<file path="src/hdl/brm_pkg.sv">
`timescale 1ns / 1ps
// ---------------------------------------------------------------------------
// brm_pkg
// types, codes and defaults shared by the execute core and its channels
// ---------------------------------------------------------------------------
package brm_pkg;

  // default sizes
  localparam int unsigned     REG_COUNT_DEF     = 8;
  localparam longint unsigned PROGRAM_DEPTH_DEF = 64'd65536;

  // item commands
  localparam logic CMD_EXEC = 1'b0;
  localparam logic CMD_RET  = 1'b1;

  // opcodes
  localparam logic [4:0] OP_NOP     = 5'd0;
  localparam logic [4:0] OP_END     = 5'd1;
  localparam logic [4:0] OP_MARK    = 5'd2;
  localparam logic [4:0] OP_SET     = 5'd3;
  localparam logic [4:0] OP_SETR    = 5'd4;
  localparam logic [4:0] OP_SETD    = 5'd5;
  localparam logic [4:0] OP_SETC    = 5'd6;
  localparam logic [4:0] OP_SETM    = 5'd7;
  localparam logic [4:0] OP_ADD     = 5'd8;
  localparam logic [4:0] OP_ADDR    = 5'd9;
  localparam logic [4:0] OP_SUB     = 5'd10;
  localparam logic [4:0] OP_SUBR    = 5'd11;
  localparam logic [4:0] OP_SYSCALL = 5'd12;
  localparam logic [4:0] OP_GOTO    = 5'd13;
  localparam logic [4:0] OP_CGOTO   = 5'd14;
  localparam logic [4:0] OP_EQ      = 5'd15;
  localparam logic [4:0] OP_EQR     = 5'd16;
  localparam logic [4:0] OP_NEQ     = 5'd17;
  localparam logic [4:0] OP_NEQR    = 5'd18;
  localparam logic [4:0] OP_LT      = 5'd19;
  localparam logic [4:0] OP_LTR     = 5'd20;
  localparam logic [4:0] OP_GT      = 5'd21;
  localparam logic [4:0] OP_GTR     = 5'd22;
  localparam logic [4:0] OP_LE      = 5'd23;
  localparam logic [4:0] OP_LER     = 5'd24;
  localparam logic [4:0] OP_GE      = 5'd25;
  localparam logic [4:0] OP_GER     = 5'd26;

  // syscall ids
  localparam logic [7:0] SYS_EXIT  = 8'd1;
  localparam logic [7:0] SYS_WRITE = 8'd2;

  // exit kinds
  localparam logic [1:0] EXIT_RUN     = 2'd0;
  localparam logic [1:0] EXIT_END     = 2'd1;
  localparam logic [1:0] EXIT_SYS     = 2'd2;
  localparam logic [1:0] EXIT_UNKNOWN = 2'd3;

  // status codes
  localparam logic [1:0] ST_OK      = 2'd0;
  localparam logic [1:0] ST_BAD_OP  = 2'd1;
  localparam logic [1:0] ST_BAD_REG = 2'd2;
  localparam logic [1:0] ST_HALTED  = 2'd3;

  typedef struct packed {
    logic               cmd;
    logic        [4:0]  opcode;
    logic        [7:0]  dst_index;
    logic        [7:0]  src_index;
    logic        [7:0]  src2_index;
    logic signed [63:0] immediate;
    logic        [15:0] target_index;
    logic        [7:0]  syscall_number;
    logic signed [63:0] table_value;
    logic signed [63:0] return_value;
  } brm_req_t;

  typedef struct packed {
    logic        [15:0] next_index;
    logic        [1:0]  exit_kind;
    logic signed [63:0] exit_value;
    logic        [1:0]  status;
    logic               write_request;
    logic signed [63:0] write_fd;
    logic signed [63:0] write_addr;
    logic signed [63:0] write_len;
  } brm_rsp_t;

endpackage

</file>
<file path="src/hdl/brm_req_if.sv">
`timescale 1ns / 1ps
// ---------------------------------------------------------------------------
// brm_req_if
// instruction request channel with valid / ready handshake
// ---------------------------------------------------------------------------
interface brm_req_if;
  logic              valid;
  logic              ready;
  brm_pkg::brm_req_t data;

  modport source (output valid, output data, input ready);
  modport sink   (input valid, input data, output ready);
endinterface

</file>
<file path="src/hdl/brm_rsp_if.sv">
`timescale 1ns / 1ps
// ---------------------------------------------------------------------------
// brm_rsp_if
// result channel with valid / ready handshake
// ---------------------------------------------------------------------------
interface brm_rsp_if;
  logic              valid;
  logic              ready;
  brm_pkg::brm_rsp_t data;

  modport source (output valid, output data, input ready);
  modport sink   (input valid, input data, output ready);
endinterface

</file>
<file path="src/hdl/bytecode_register_machine_execute_core.sv">
`timescale 1ns / 1ps
// ---------------------------------------------------------------------------
// bytecode_register_machine_execute_core
// execute stage of a register bytecode machine: register file in a
// synchronous memory, instruction index, halt and syscall reporting
// ---------------------------------------------------------------------------
//
//  channel    | direction | handshake        | payload
//  -----------+-----------+------------------+-----------------------------
//  req        | in        | valid / ready    | one decoded instruction or a
//             |           |                  | write return value (cmd 1)
//  rsp        | out       | valid / ready    | next index, exit and status
//  cfg        | in        | cfg_we           | entry index (16 bits)
//
//  one request per cycle sustained while rsp is not stalled; a request goes
//  through the register-file read and execute, and its result is held in the
//  output register
//  the memory read and execute stage overlap, the last write is forwarded
//  reset clears valid bits of the register file at once, no clearing pass
//  a stalled result holds the execute stage, and req.ready follows it
//
// ---------------------------------------------------------------------------
module bytecode_register_machine_execute_core #(
  parameter int unsigned     REG_COUNT     = brm_pkg::REG_COUNT_DEF,
  parameter longint unsigned PROGRAM_DEPTH = brm_pkg::PROGRAM_DEPTH_DEF
) (
  input  logic        clk,
  input  logic        rst,
  input  logic        cfg_we,
  input  logic [15:0] cfg_wdata,
  brm_req_if.sink     req,
  brm_rsp_if.source   rsp
);

  // register file address width
  localparam int unsigned AW = (REG_COUNT > 1) ? $clog2(REG_COUNT) : 1;
  localparam logic [8:0]  REG_LIMIT = 9'(REG_COUNT);

  // index wrap: depths of 2^16 and above reduce to a plain 16-bit wrap,
  // smaller depths use a reciprocal multiply and a back-multiply
  localparam bit              DEEP      = (PROGRAM_DEPTH >= 64'd65536);
  localparam int unsigned     DEPTH_LOG = DEEP ? 16 : $clog2(PROGRAM_DEPTH);
  localparam int unsigned     SHIFT     = 16 + DEPTH_LOG;
  localparam longint unsigned RECIP_L   =
    DEEP ? 64'd0 : ((64'd1 << SHIFT) + PROGRAM_DEPTH - 64'd1) / PROGRAM_DEPTH;
  localparam logic [17:0]     RECIP     = 18'(RECIP_L);
  localparam logic [15:0]     DEPTH_W   = DEEP ? 16'd0 : 16'(PROGRAM_DEPTH);

  // fixed registers read by the write syscall
  localparam logic [AW-1:0] R1_ADDR = AW'(1);
  localparam logic [AW-1:0] R2_ADDR = AW'(2);
  localparam bit            HAS_R2  = (REG_COUNT > 2);

  // configuration
  logic [15:0] entry_index;

  // architectural control state
  logic [15:0]        instr_index;
  logic               started;
  logic               halted;
  logic signed [63:0] r0_q;        // copy of r0 for exit and write syscalls

  // register file memory and its valid bits
  logic [63:0]          rf_mem [REG_COUNT];
  logic [REG_COUNT-1:0] rf_vld;

  // execute stage
  logic              s1_valid;
  brm_pkg::brm_req_t s1;
  logic [AW-1:0]     s1_a_addr;
  logic [AW-1:0]     s1_b_addr;
  logic [15:0]       s1_q_tgt;
  logic [15:0]       s1_q_ent;
  logic [63:0]       rd_a;
  logic [63:0]       rd_b;
  logic              rd_a_vld;
  logic              rd_b_vld;

  // last register-file write, for the read that overlapped it
  logic          fwd_valid;
  logic [AW-1:0] fwd_addr;
  logic [63:0]   fwd_data;

  // output register
  logic              out_valid;
  brm_pkg::brm_rsp_t out_q;

  // handshakes
  logic req_fire;
  logic s1_fire;

  assign s1_fire   = s1_valid && (!out_valid || rsp.ready);
  assign req.ready = !s1_valid || s1_fire;
  assign req_fire  = req.valid && req.ready;

  // ---------------------------------------------------------------------
  // read stage: port addresses and reciprocal quotients
  // ---------------------------------------------------------------------
  logic [AW-1:0] a_addr;
  logic [AW-1:0] b_addr;
  logic [33:0]   prod_tgt;
  logic [33:0]   prod_ent;

  always_comb begin
    if (req.data.cmd == brm_pkg::CMD_EXEC && req.data.opcode == brm_pkg::OP_SYSCALL) begin
      a_addr = R1_ADDR;
      b_addr = R2_ADDR;
    end else begin
      a_addr = req.data.src_index[AW-1:0];
      b_addr = req.data.src2_index[AW-1:0];
    end
  end

  assign prod_tgt = 34'(req.data.target_index) * 34'(RECIP);
  assign prod_ent = 34'(entry_index) * 34'(RECIP);

  // ---------------------------------------------------------------------
  // execute stage
  // ---------------------------------------------------------------------
  logic signed [63:0] op_a;
  logic signed [63:0] op_b;
  logic signed [63:0] cmp_b;
  logic               cmp_eq;
  logic               cmp_lt;
  logic               cmp_res;
  logic [15:0]        tgt_wrap;
  logic [15:0]        ent_wrap;
  logic [15:0]        cur;
  logic [15:0]        inc_wrap;
  logic               use_d;
  logic               use_s;
  logic               use_s2;
  logic               bad_reg;

  logic [15:0]        nxt;
  logic [1:0]         kind;
  logic signed [63:0] xval;
  logic [1:0]         status;
  logic               wreq;
  logic signed [63:0] wfd;
  logic signed [63:0] wad;
  logic signed [63:0] wlen;
  logic               halt_set;
  logic               exec_wr;
  logic [AW-1:0]      wr_addr;
  logic [63:0]        wr_data;
  logic               wr_en;

  // operands with forwarding of the write that overlapped the read
  assign op_a = (fwd_valid && fwd_addr == s1_a_addr) ? fwd_data :
                (rd_a_vld ? rd_a : 64'd0);
  assign op_b = (fwd_valid && fwd_addr == s1_b_addr) ? fwd_data :
                (rd_b_vld ? rd_b : 64'd0);

  // odd compare opcodes take the immediate
  assign cmp_b  = s1.opcode[0] ? s1.immediate : op_b;
  assign cmp_eq = (op_a == cmp_b);
  assign cmp_lt = (op_a < cmp_b);

  always_comb begin
    case (s1.opcode)
      brm_pkg::OP_EQ,  brm_pkg::OP_EQR:  cmp_res = cmp_eq;
      brm_pkg::OP_NEQ, brm_pkg::OP_NEQR: cmp_res = !cmp_eq;
      brm_pkg::OP_LT,  brm_pkg::OP_LTR:  cmp_res = cmp_lt;
      brm_pkg::OP_GT,  brm_pkg::OP_GTR:  cmp_res = !cmp_lt && !cmp_eq;
      brm_pkg::OP_LE,  brm_pkg::OP_LER:  cmp_res = cmp_lt || cmp_eq;
      default:                           cmp_res = !cmp_lt;
    endcase
  end

  // remainder from the registered quotient
  assign tgt_wrap = s1.target_index - 16'(32'(s1_q_tgt) * 32'(DEPTH_W));
  assign ent_wrap = s1.target_index == s1.target_index ?
                    entry_index - 16'(32'(s1_q_ent) * 32'(DEPTH_W)) : 16'd0;
  assign cur      = started ? instr_index : ent_wrap;
  // current index is always below the depth, so one compare wraps it
  assign inc_wrap = (!DEEP && cur == DEPTH_W - 16'd1) ? 16'd0 : cur + 16'd1;

  // which register numbers an opcode uses
  assign use_d  = s1.opcode inside {brm_pkg::OP_SET, brm_pkg::OP_SETR, brm_pkg::OP_SETD,
                                    brm_pkg::OP_SETC, brm_pkg::OP_SETM, brm_pkg::OP_ADD,
                                    brm_pkg::OP_ADDR, brm_pkg::OP_SUB, brm_pkg::OP_SUBR,
                                    [brm_pkg::OP_EQ:brm_pkg::OP_GER]};
  assign use_s  = s1.opcode inside {brm_pkg::OP_SETR, brm_pkg::OP_ADD, brm_pkg::OP_ADDR,
                                    brm_pkg::OP_SUB, brm_pkg::OP_SUBR, brm_pkg::OP_CGOTO,
                                    [brm_pkg::OP_EQ:brm_pkg::OP_GER]};
  assign use_s2 = s1.opcode inside {brm_pkg::OP_ADDR, brm_pkg::OP_SUBR, brm_pkg::OP_EQR,
                                    brm_pkg::OP_NEQR, brm_pkg::OP_LTR, brm_pkg::OP_GTR,
                                    brm_pkg::OP_LER, brm_pkg::OP_GER};
  assign bad_reg = (use_d  && {1'b0, s1.dst_index}  >= REG_LIMIT) ||
                   (use_s  && {1'b0, s1.src_index}  >= REG_LIMIT) ||
                   (use_s2 && {1'b0, s1.src2_index} >= REG_LIMIT);

  always_comb begin
    nxt      = cur;
    kind     = brm_pkg::EXIT_RUN;
    xval     = '0;
    status   = brm_pkg::ST_OK;
    wreq     = 1'b0;
    wfd      = '0;
    wad      = '0;
    wlen     = '0;
    halt_set = 1'b0;
    exec_wr  = 1'b0;
    wr_addr  = s1.dst_index[AW-1:0];
    wr_data  = '0;
    if (halted) begin
      status = brm_pkg::ST_HALTED;
    end else if (s1.cmd == brm_pkg::CMD_RET) begin
      // write syscall return value lands in r0
      exec_wr = 1'b1;
      wr_addr = '0;
      wr_data = s1.return_value;
    end else if (s1.opcode > brm_pkg::OP_GER) begin
      status = brm_pkg::ST_BAD_OP;
    end else if (bad_reg) begin
      status = brm_pkg::ST_BAD_REG;
    end else begin
      nxt = inc_wrap;
      case (s1.opcode)
        brm_pkg::OP_END: begin
          halt_set = 1'b1;
          kind     = brm_pkg::EXIT_END;
          nxt      = cur;
        end
        brm_pkg::OP_SET: begin
          exec_wr = 1'b1;
          wr_data = s1.immediate;
        end
        brm_pkg::OP_SETR: begin
          exec_wr = 1'b1;
          wr_data = op_a;
        end
        brm_pkg::OP_SETD, brm_pkg::OP_SETC, brm_pkg::OP_SETM: begin
          exec_wr = 1'b1;
          wr_data = s1.table_value;
        end
        brm_pkg::OP_ADD: begin
          exec_wr = 1'b1;
          wr_data = op_a + s1.immediate;
        end
        brm_pkg::OP_ADDR: begin
          exec_wr = 1'b1;
          wr_data = op_a + op_b;
        end
        brm_pkg::OP_SUB: begin
          exec_wr = 1'b1;
          wr_data = op_a - s1.immediate;
        end
        brm_pkg::OP_SUBR: begin
          exec_wr = 1'b1;
          wr_data = op_a - op_b;
        end
        brm_pkg::OP_SYSCALL: begin
          if (s1.syscall_number == brm_pkg::SYS_EXIT) begin
            halt_set = 1'b1;
            kind     = brm_pkg::EXIT_SYS;
            xval     = r0_q;
          end else if (s1.syscall_number == brm_pkg::SYS_WRITE) begin
            wreq = 1'b1;
            wfd  = r0_q;
            wad  = op_a;
            wlen = HAS_R2 ? op_b : 64'sd0;
          end else begin
            halt_set = 1'b1;
            kind     = brm_pkg::EXIT_UNKNOWN;
          end
        end
        brm_pkg::OP_GOTO: begin
          nxt = tgt_wrap;
        end
        brm_pkg::OP_CGOTO: begin
          if (op_a != 64'sd0) begin
            nxt = tgt_wrap;
          end
        end
        brm_pkg::OP_EQ,  brm_pkg::OP_EQR,  brm_pkg::OP_NEQ, brm_pkg::OP_NEQR,
        brm_pkg::OP_LT,  brm_pkg::OP_LTR,  brm_pkg::OP_GT,  brm_pkg::OP_GTR,
        brm_pkg::OP_LE,  brm_pkg::OP_LER,  brm_pkg::OP_GE,  brm_pkg::OP_GER: begin
          exec_wr = 1'b1;
          wr_data = {63'd0, cmp_res};
        end
        default: begin
          // nop and mark only advance
        end
      endcase
    end
  end

  assign wr_en = s1_fire && exec_wr;

  // ---------------------------------------------------------------------
  // registers
  // ---------------------------------------------------------------------

  // register file memory: one write port, two registered read ports
  always_ff @(posedge clk) begin
    if (wr_en) begin
      rf_mem[wr_addr] <= wr_data;
    end
    if (req_fire) begin
      rd_a <= rf_mem[a_addr];
      rd_b <= rf_mem[b_addr];
    end
  end

  // control state
  always_ff @(posedge clk) begin
    if (rst) begin
      entry_index <= '0;
      instr_index <= '0;
      started     <= 1'b0;
      halted      <= 1'b0;
      r0_q        <= '0;
      rf_vld      <= '0;
      rd_a_vld    <= 1'b0;
      rd_b_vld    <= 1'b0;
      s1_valid    <= 1'b0;
      fwd_valid   <= 1'b0;
      out_valid   <= 1'b0;
    end else begin
      if (cfg_we) begin
        entry_index <= cfg_wdata;
      end
      if (req_fire) begin
        rd_a_vld <= rf_vld[a_addr];
        rd_b_vld <= rf_vld[b_addr];
      end
      if (req_fire) begin
        s1_valid <= 1'b1;
      end else if (s1_fire) begin
        s1_valid <= 1'b0;
      end
      if (s1_fire) begin
        instr_index <= nxt;
        started     <= 1'b1;
        fwd_valid   <= exec_wr;
        if (halt_set) begin
          halted <= 1'b1;
        end
        if (exec_wr) begin
          rf_vld[wr_addr] <= 1'b1;
          if (wr_addr == '0) begin
            r0_q <= wr_data;
          end
        end
      end
      if (s1_fire) begin
        out_valid <= 1'b1;
      end else if (rsp.ready) begin
        out_valid <= 1'b0;
      end
    end
  end

  // payload registers
  always_ff @(posedge clk) begin
    if (req_fire) begin
      s1        <= req.data;
      s1_a_addr <= a_addr;
      s1_b_addr <= b_addr;
      s1_q_tgt  <= 16'(prod_tgt >> SHIFT);
      s1_q_ent  <= 16'(prod_ent >> SHIFT);
    end
    if (s1_fire) begin
      fwd_addr            <= wr_addr;
      fwd_data            <= wr_data;
      out_q.next_index    <= nxt;
      out_q.exit_kind     <= kind;
      out_q.exit_value    <= xval;
      out_q.status        <= status;
      out_q.write_request <= wreq;
      out_q.write_fd      <= wfd;
      out_q.write_addr    <= wad;
      out_q.write_len     <= wlen;
    end
  end

  assign rsp.valid = out_valid;
  assign rsp.data  = out_q;

  // ---------------------------------------------------------------------
  // assertions
  // ---------------------------------------------------------------------

  // a halted machine never touches the register file
  a_no_write_halted : assert property (@(posedge clk) disable iff (rst)
    halted |-> !wr_en)
    else $error("register file written after halt");

  // the r0 copy tracks every write into entry zero
  a_r0_copy : assert property (@(posedge clk) disable iff (rst)
    (wr_en && wr_addr == '0) |=> (r0_q == $past(wr_data)))
    else $error("r0 copy out of step with register file");

  // a write request only comes from a running, successful syscall
  a_wreq_clean : assert property (@(posedge clk) disable iff (rst)
    (rsp.valid && rsp.data.write_request) |->
      (rsp.data.exit_kind == brm_pkg::EXIT_RUN && rsp.data.status == brm_pkg::ST_OK))
    else $error("write request with exit or error status");

  // once the entry index is taken it is never taken again
  a_started_sticks : assert property (@(posedge clk) disable iff (rst)
    started |=> started)
    else $error("started flag dropped without reset");

endmodule
</file>
<file path="src/flat_wrapper.sv">
// flat-port wrapper written by rule: the top's interface ports become plain ports
module bytecode_register_machine_execute_core_flat 
#(
  parameter int unsigned     REG_COUNT     = brm_pkg::REG_COUNT_DEF,
  parameter longint unsigned PROGRAM_DEPTH = brm_pkg::PROGRAM_DEPTH_DEF
)
  (clk, rst, cfg_we, cfg_wdata, req_valid, req_data, req_ready, rsp_valid, rsp_data, rsp_ready);
  brm_req_if req_i ();
  brm_rsp_if rsp_i ();
  input  logic clk;
  input  logic rst;
  input  logic cfg_we;
  input  logic [15:0] cfg_wdata;
  input wire logic [$bits(req_i.valid)-1:0] req_valid;
  input wire logic [$bits(req_i.data)-1:0] req_data;
  output wire logic [$bits(req_i.ready)-1:0] req_ready;
  output wire logic [$bits(rsp_i.valid)-1:0] rsp_valid;
  output wire logic [$bits(rsp_i.data)-1:0] rsp_data;
  input wire logic [$bits(rsp_i.ready)-1:0] rsp_ready;
  assign req_i.valid = req_valid;
  assign req_i.data = req_data;
  assign req_ready = req_i.ready;
  assign rsp_valid = rsp_i.valid;
  assign rsp_data = rsp_i.data;
  assign rsp_i.ready = rsp_ready;
  bytecode_register_machine_execute_core #(.REG_COUNT(REG_COUNT), .PROGRAM_DEPTH(PROGRAM_DEPTH)) u_core (.clk(clk), .rst(rst), .cfg_we(cfg_we), .cfg_wdata(cfg_wdata), .req(req_i), .rsp(rsp_i));
endmodule
</file>
<file path="config.mk">
export PLATFORM = sky130hd
export DESIGN_NAME = bytecode_register_machine_execute_core_flat
export DESIGN_NICKNAME = d
export VERILOG_FILES = /design/src/hdl/brm_pkg.sv /design/src/hdl/brm_req_if.sv /design/src/hdl/brm_rsp_if.sv /design/src/hdl/bytecode_register_machine_execute_core.sv /design/src/flat_wrapper.sv
export SDC_FILE = /design/constraint.sdc
export NUM_CORES = 2
export LEC_CHECK = 0
export BUFFER_PORTS_ARGS = -buffer_cell sky130_fd_sc_hd__buf_2
export CAP_MARGIN = 20
export CORE_ASPECT_RATIO = 0.75
export CORE_MARGIN = 1.5
export CORE_UTILIZATION = 38
export CTS_CLUSTER_SIZE = 8
export DETAILED_ROUTE_END_ITERATION = 6
export PLACE_DENSITY_LB_ADDON = 0.15
export SYNTH_ARGS = -nofsm -noshare
export SYNTH_HDL_FRONTEND = slang
export SYNTH_SLANG_ARGS = --single-unit
</file>
<file path="constraint.sdc">
create_clock -name clk -period 38.3 [get_ports clk]
set_clock_uncertainty 0.1 [all_clocks]
set_input_delay 5.745 -clock clk [delete_from_list [all_inputs] [get_ports clk]]
set_output_delay 5.745 -clock clk [all_outputs]
set_load 0.05 [all_outputs]
</file>
After elaboration in Yosys (flattened, before gate mapping)
Memory sizes are Yosys's and may differ from the RTL's. A register that Yosys moved wholly into a read port is not among the register bits.
Index checks and enable logic that the tools add are counted.
{ "word_totals": {"mem_bits_rw": 512, "register_bits": 707, "output_inout_bits": 279, "mem_count": 1} }
{ "classes": {"reduce_logical": 43, "mux": 53, "bitwise": 5, "n_addsub": 5, "order_cmp": 11, "n_eq_ne": 31} }
{ "mem_list": {"columns": ["memory", "depth", "word_bits", "rd", "rd_clocked_by_memory_dff", "wr", "line_no", "text"], "rows": [
  ["u_core.rf_mem", 8, 64, 2, 2, 1, "bytecode_register_machine_execute_core.sv:64", "logic [63:0] rf_mem [REG_COUNT];"]
]} }
{ "op_table": {"columns": ["cell", "n"], "rows": [
  ["$mux 64", 9],
  ["$pmux 64 s8", 1],
  ["$add 64x64->64", 2],
  ["$sub 64x64->64", 2],
  ["$mux 16", 6],
  ["$eq 64x64->1", 1],
  ["$lt 64x64->1", 1],
  ["$reduce_bool 64->1", 1],
  ["$eq 5x5->1 const B", 11],
  ["$pmux 16 s3", 1],
  ["$eq 5x4->1 const B", 9],
  ["$ge 8x4->1 const B", 3],
  ["$mux 1", 21],
  ["$reduce_or 21->1", 1],
  ["$eq 5x3->1 const B", 4],
  ["$add 16x1->16 const B", 1],
  ["$logic_and 1x1->1", 12],
  ["$lt 3x4->1 const B", 3],
  ["$mux 3", 4],
  ["$reduce_or 12->1", 1],
  ["$reduce_or 6->1", 2],
  ["$mux 2", 5],
  ["$reduce_bool 10->1", 1],
  ["$reduce_or 2->1", 5],
  ["27 further kinds", 41]
]} }

Logic depth before layout (Yosys ltp)
{ "logic_depth": {"ltp_word": 13, "ltp_mapped": 27, "ltp_nobuf": 23} }

Worst setup path after synthesis
No wires, ideal clock.
{ "synth_timing": {"path_kind": "input-to-reg", "start": "input port rsp_ready", "end": "register u_core.rd_a_vld", "setup_slack_ns": 20.731, "cell_stages": 5, "setup_time_ns": 0.633, "t_arrival_ns": 16.836, "n_path_buf": 1, "cell_sequence": "nor2b_1 nand2_1 and2_1 clkbuf_1 a211oi_1"} }
{ "synth_via": {"elab_chain_cells": 4} }
{ "synth_rtl": {"columns": ["element", "line_no", "text"], "rows": [
  ["start: declaration", "flat_wrapper.sv:19", "input wire logic [$bits(rsp_i.ready)-1:0] rsp_ready;"],
  ["$logic_or 1x1->1", "bytecode_register_machine_execute_core.sv:92", "assign s1_fire = s1_valid && (!out_valid || rsp.ready);"],
  ["$logic_and 1x1->1", "bytecode_register_machine_execute_core.sv:92", null],
  ["$logic_or 1x1->1", "bytecode_register_machine_execute_core.sv:93", "assign req.ready = !s1_valid || s1_fire;"],
  ["named net req_ready", "flat_wrapper.sv:16", "output wire logic [$bits(req_i.ready)-1:0] req_ready;"],
  ["$logic_and 1x1->1", "bytecode_register_machine_execute_core.sv:94", "assign req_fire = req.valid && req.ready;"],
  ["named net u_core.req_fire", "bytecode_register_machine_execute_core.sv:89", "logic req_fire;"],
  ["end signal: assignment", "bytecode_register_machine_execute_core.sv:326", "rd_a_vld <= rf_vld[a_addr];"],
  ["end: declaration", "bytecode_register_machine_execute_core.sv:76", "logic rd_a_vld;"]
]} }
The timed path passes the listed nets, and every way through them passes these cells.
A chain may end at the register's enable or synchronous reset.

Final worst setup path
{ "layout_timing": {"start": "input port rsp_ready", "end": "output port req_ready"} }
{ "layout_via": {"elab_chain_cells": 3} }
{ "layout_rtl": {"columns": ["element", "line_no"], "rows": [
  ["$logic_or 1x1->1", "bytecode_register_machine_execute_core.sv:92"],
  ["$logic_and 1x1->1", "bytecode_register_machine_execute_core.sv:92"],
  ["$logic_or 1x1->1", "bytecode_register_machine_execute_core.sv:93"],
  ["end: declaration", "flat_wrapper.sv:16"]
]} }
No other way between the ends.

==> metrics.txt <==
Die W=490 um; max-cap viol count=0; hpwl dp=just over 200 mm; WL per Instance=31.4 um; post-CTS setup buffers=0; Worst Tran Pin Value=1.32 ns; top-count cell post-synth=edfxtp_1; Final Hold Fails=0; post-synth cell types=112; Pleak=between 20 and 30 nW; CP peak stage delay=roughly 0.22 ns; RR Endpoint=u_core.rf_mem[5][44]; number of antenna violations at the first check in global routing=a little under 60; Cells after Synth=6468; Crit path required time=~32 ns; ys flop type=edfxtp_1; GP Congestion=around 1; critical path class=in2out; CTS tree=done; largest net degree at the start of global routing=136; cell taking the most area after synthesis=edfxtp_1; mapped cell area=67500 sq um; setup slack, reg-to-reg=29.21 ns; worst hold stages=2; status=finished clean; Async S/R FF share, synth=0%; routed via count=57894; flops & latches, synth=1341; final instance area=around 78000 sq um; Slew HR=roughly an eighth; CP Capture Type=output pin; Highest Clock Rate=81.7 MHz; worst-path fanout max=4; vias in the first global route=52935; Area after DPL=72600 sq um; hold_ws=about 0.37 ns; Critical-path top delay cell=nor2b_1; final setup violation count=0; Worst-Skew Late Latency=0.86 ns; num rows=133; ANT nets after route=0; min-delay src=u_core.r0_q[11]; top post-synthesis cells by area=edfxtp_1 55%, nand2_1 6.6%, o21ai_0 3.3%; Worst Hold End=u_core.r0_q[11]; crit path DAT=6.39 ns; drt initial violations=9277; CTS Hold Bufs=0; initial core utilization=38.4%; final core occ=44.4%; die height=368 um; CP startpoint kind=input pin; PwrDens=48.0 nW/um^2; vias per cell=6.17; WL final=approximately 290 mm; Fin Setup TNS=0 ns; # IOs=546; GR Overflow Total=0; nets=approximately 7300; most frequent CP cell=buf_2; Yosys top cell area share=54.7%; Clock Root Buffer=clkbuf_16; maximum vdd drop=36.4 uV; drt drc=0; first-pass GRT wire length=between 400 and 500 mm; Post-synth EDFFs=1230; CTS resizes=0; Buf+Inv Stages, Crit Path=2; First-pass DRT Iterations=7; Avg Cell Area, Syn=10.4 sq um; max-slew violation count=0; Clock transition at path regs=0.05 ns; clock tree buffer depth=3; worst r2r path cells=22; RSZ-0062 raised after global routing=no; Layout area overhead=15.8%; core area=between 150000 and 200000 sq um; crit path cell chain=buf_2 > nor2b_1 > nand2_1 > buf_2; Critical Path Start=rsp_ready; synth warn=0; Synth top cells by count=1230 x edfxtp_1, 1187 x nand2_1, 445 x o21ai_0; syn_nets=6866; clock buffers created by TritonCTS=186; CP delay by family, top=simple AND/OR/NAND/NOR gates; sequential share of the synthesized area=58.0%; Clock Sink Count=1341; port buffer count=545; die footprint=180000 sq um; gr usage total=31.8%; Hold Path Class=reg2reg; share of layout cells above drive strength 1=15.4%; min Tclk post-route=12.24 ns; fill count=16588; worst r2r src=u_core.fwd_addr[0]; Final period util=between 30% and 40%; H-tree depth=4
tightest hold or removal path: stages, from the launching register on:
cell     delay (ns)
dfxtp_1        0.31
nand2_1        0.05
a21oi_1        0.05
worst max-delay path by stage:
stage | cells past startpoint | slack [ns] | endpoint
2_1_floorplan | 5 | 20.73 | u_core.rd_a_vld
3_3_place_gp | 4 | 26.00 | req_ready
3_5_place_dp | 4 | 26.07 | req_ready
4_1_cts | 4 | 26.07 | req_ready
5_1_grt | 4 | 26.01 | req_ready
6_report | 4 | 26.06 | req_ready
metrics by stage:
step                      setup WS, ns  power [mW]  cells
after floorplan                  20.73        2.02   6468
after global placement           26.00        2.20   9047
after detailed placement         26.07        2.21   9053
after CTS                        26.07        3.75   9346
after global routing             26.01        3.85   9368
final                            26.06        3.75   9383
report_power, final:
group / total, mW / internal, mW / leakage, nW / switching [mW]
combinational: 0.487 / 0.129 / 14.1 / 0.358
sequential: 1.71 / 1.66 / 12.4 / 0.0507
clock: 1.55 / 0.905 / 2.55 / 0.648
total: 3.75 / 2.70 / 29.0 / 1.06
cell families after synthesis:
logic type	Yosys count	synth area share [%]
AND/OR/NAND/NOR	2705	18.4
adder cells (fa/ha/maj)	131	2.44
multiplexers	74	1.12
buffers and inverters	533	3.23
XOR/XNOR	110	1.43
flip-flops	1341	58.0
AO/OA/AOI/OAI	1574	15.4
placed cells by master (no fill, tap or decap), types with 40 or more instances in the layout:
master and n:
a211oi_1 103, a21o_1 40, a21oi_1 311, a221oi_1 74, a222oi_1 61, a22oi_1 74
a31o_2 70, a31oi_1 56, and2_1 209, and3_1 66, buf_2 542, buf_4 142
clkbuf_1 91, clkbuf_16 189, dfxtp_1 109, edfxtp_1 1230, ha_1 130, inv_1 55
mux2i_1 65, nand2_1 1182, nand3_1 441, nand4_1 47, nor2_1 405, nor3_1 121
nor4_1 44, o21ai_0 441, o22ai_1 50, xnor2_1 68, xor2_1 42
per-layer routing:
layer / vias up / global-route usage [%] / routed length, um
li1: 24998 / - / -
met1: 28352 / 44.0 / 119000
met2: 3883 / 44.4 / 121000
met3: 627 / 11.8 / 41500
met4: 34 / 13.4 / 13000
met5: - / 0 / 203
area by class of cell:
cell class	count	area (sq um)	share of cell area (%)
multi-input combinational	4594	26300	33.7
clock buffer	280	5070	6.49
tap	2362	2960	3.78
inverter	66	280	0.359
clock inverter	13	273	0.349
timing repair buffer	701	4030	5.15
sequential	1341	39200	50.1
antenna	26	65.1	0.0832
registers in the layout, summed over array words and instances, names as in the netlist:
register            count
u_core.started          1
u_core.s1_valid         1
u_core.fwd_valid        1
u_core.s1_b_addr        3
u_core.fwd_data        64
u_core.rf_mem         512
u_core.s1             240
u_core.s1_a_addr        3
u_core.rd_a            64
u_core.instr_index     16
u_core.halted           1
u_core.rf_vld           8
u_core.fwd_addr         3
u_core.rd_b            64
u_core.entry_index     16
u_core.rsp.data       277
u_core.rd_b_vld         1
u_core.r0_q            64
u_core.rd_a_vld         1
u_core.rsp.valid        1
Power figures use the tool's default switching activity.
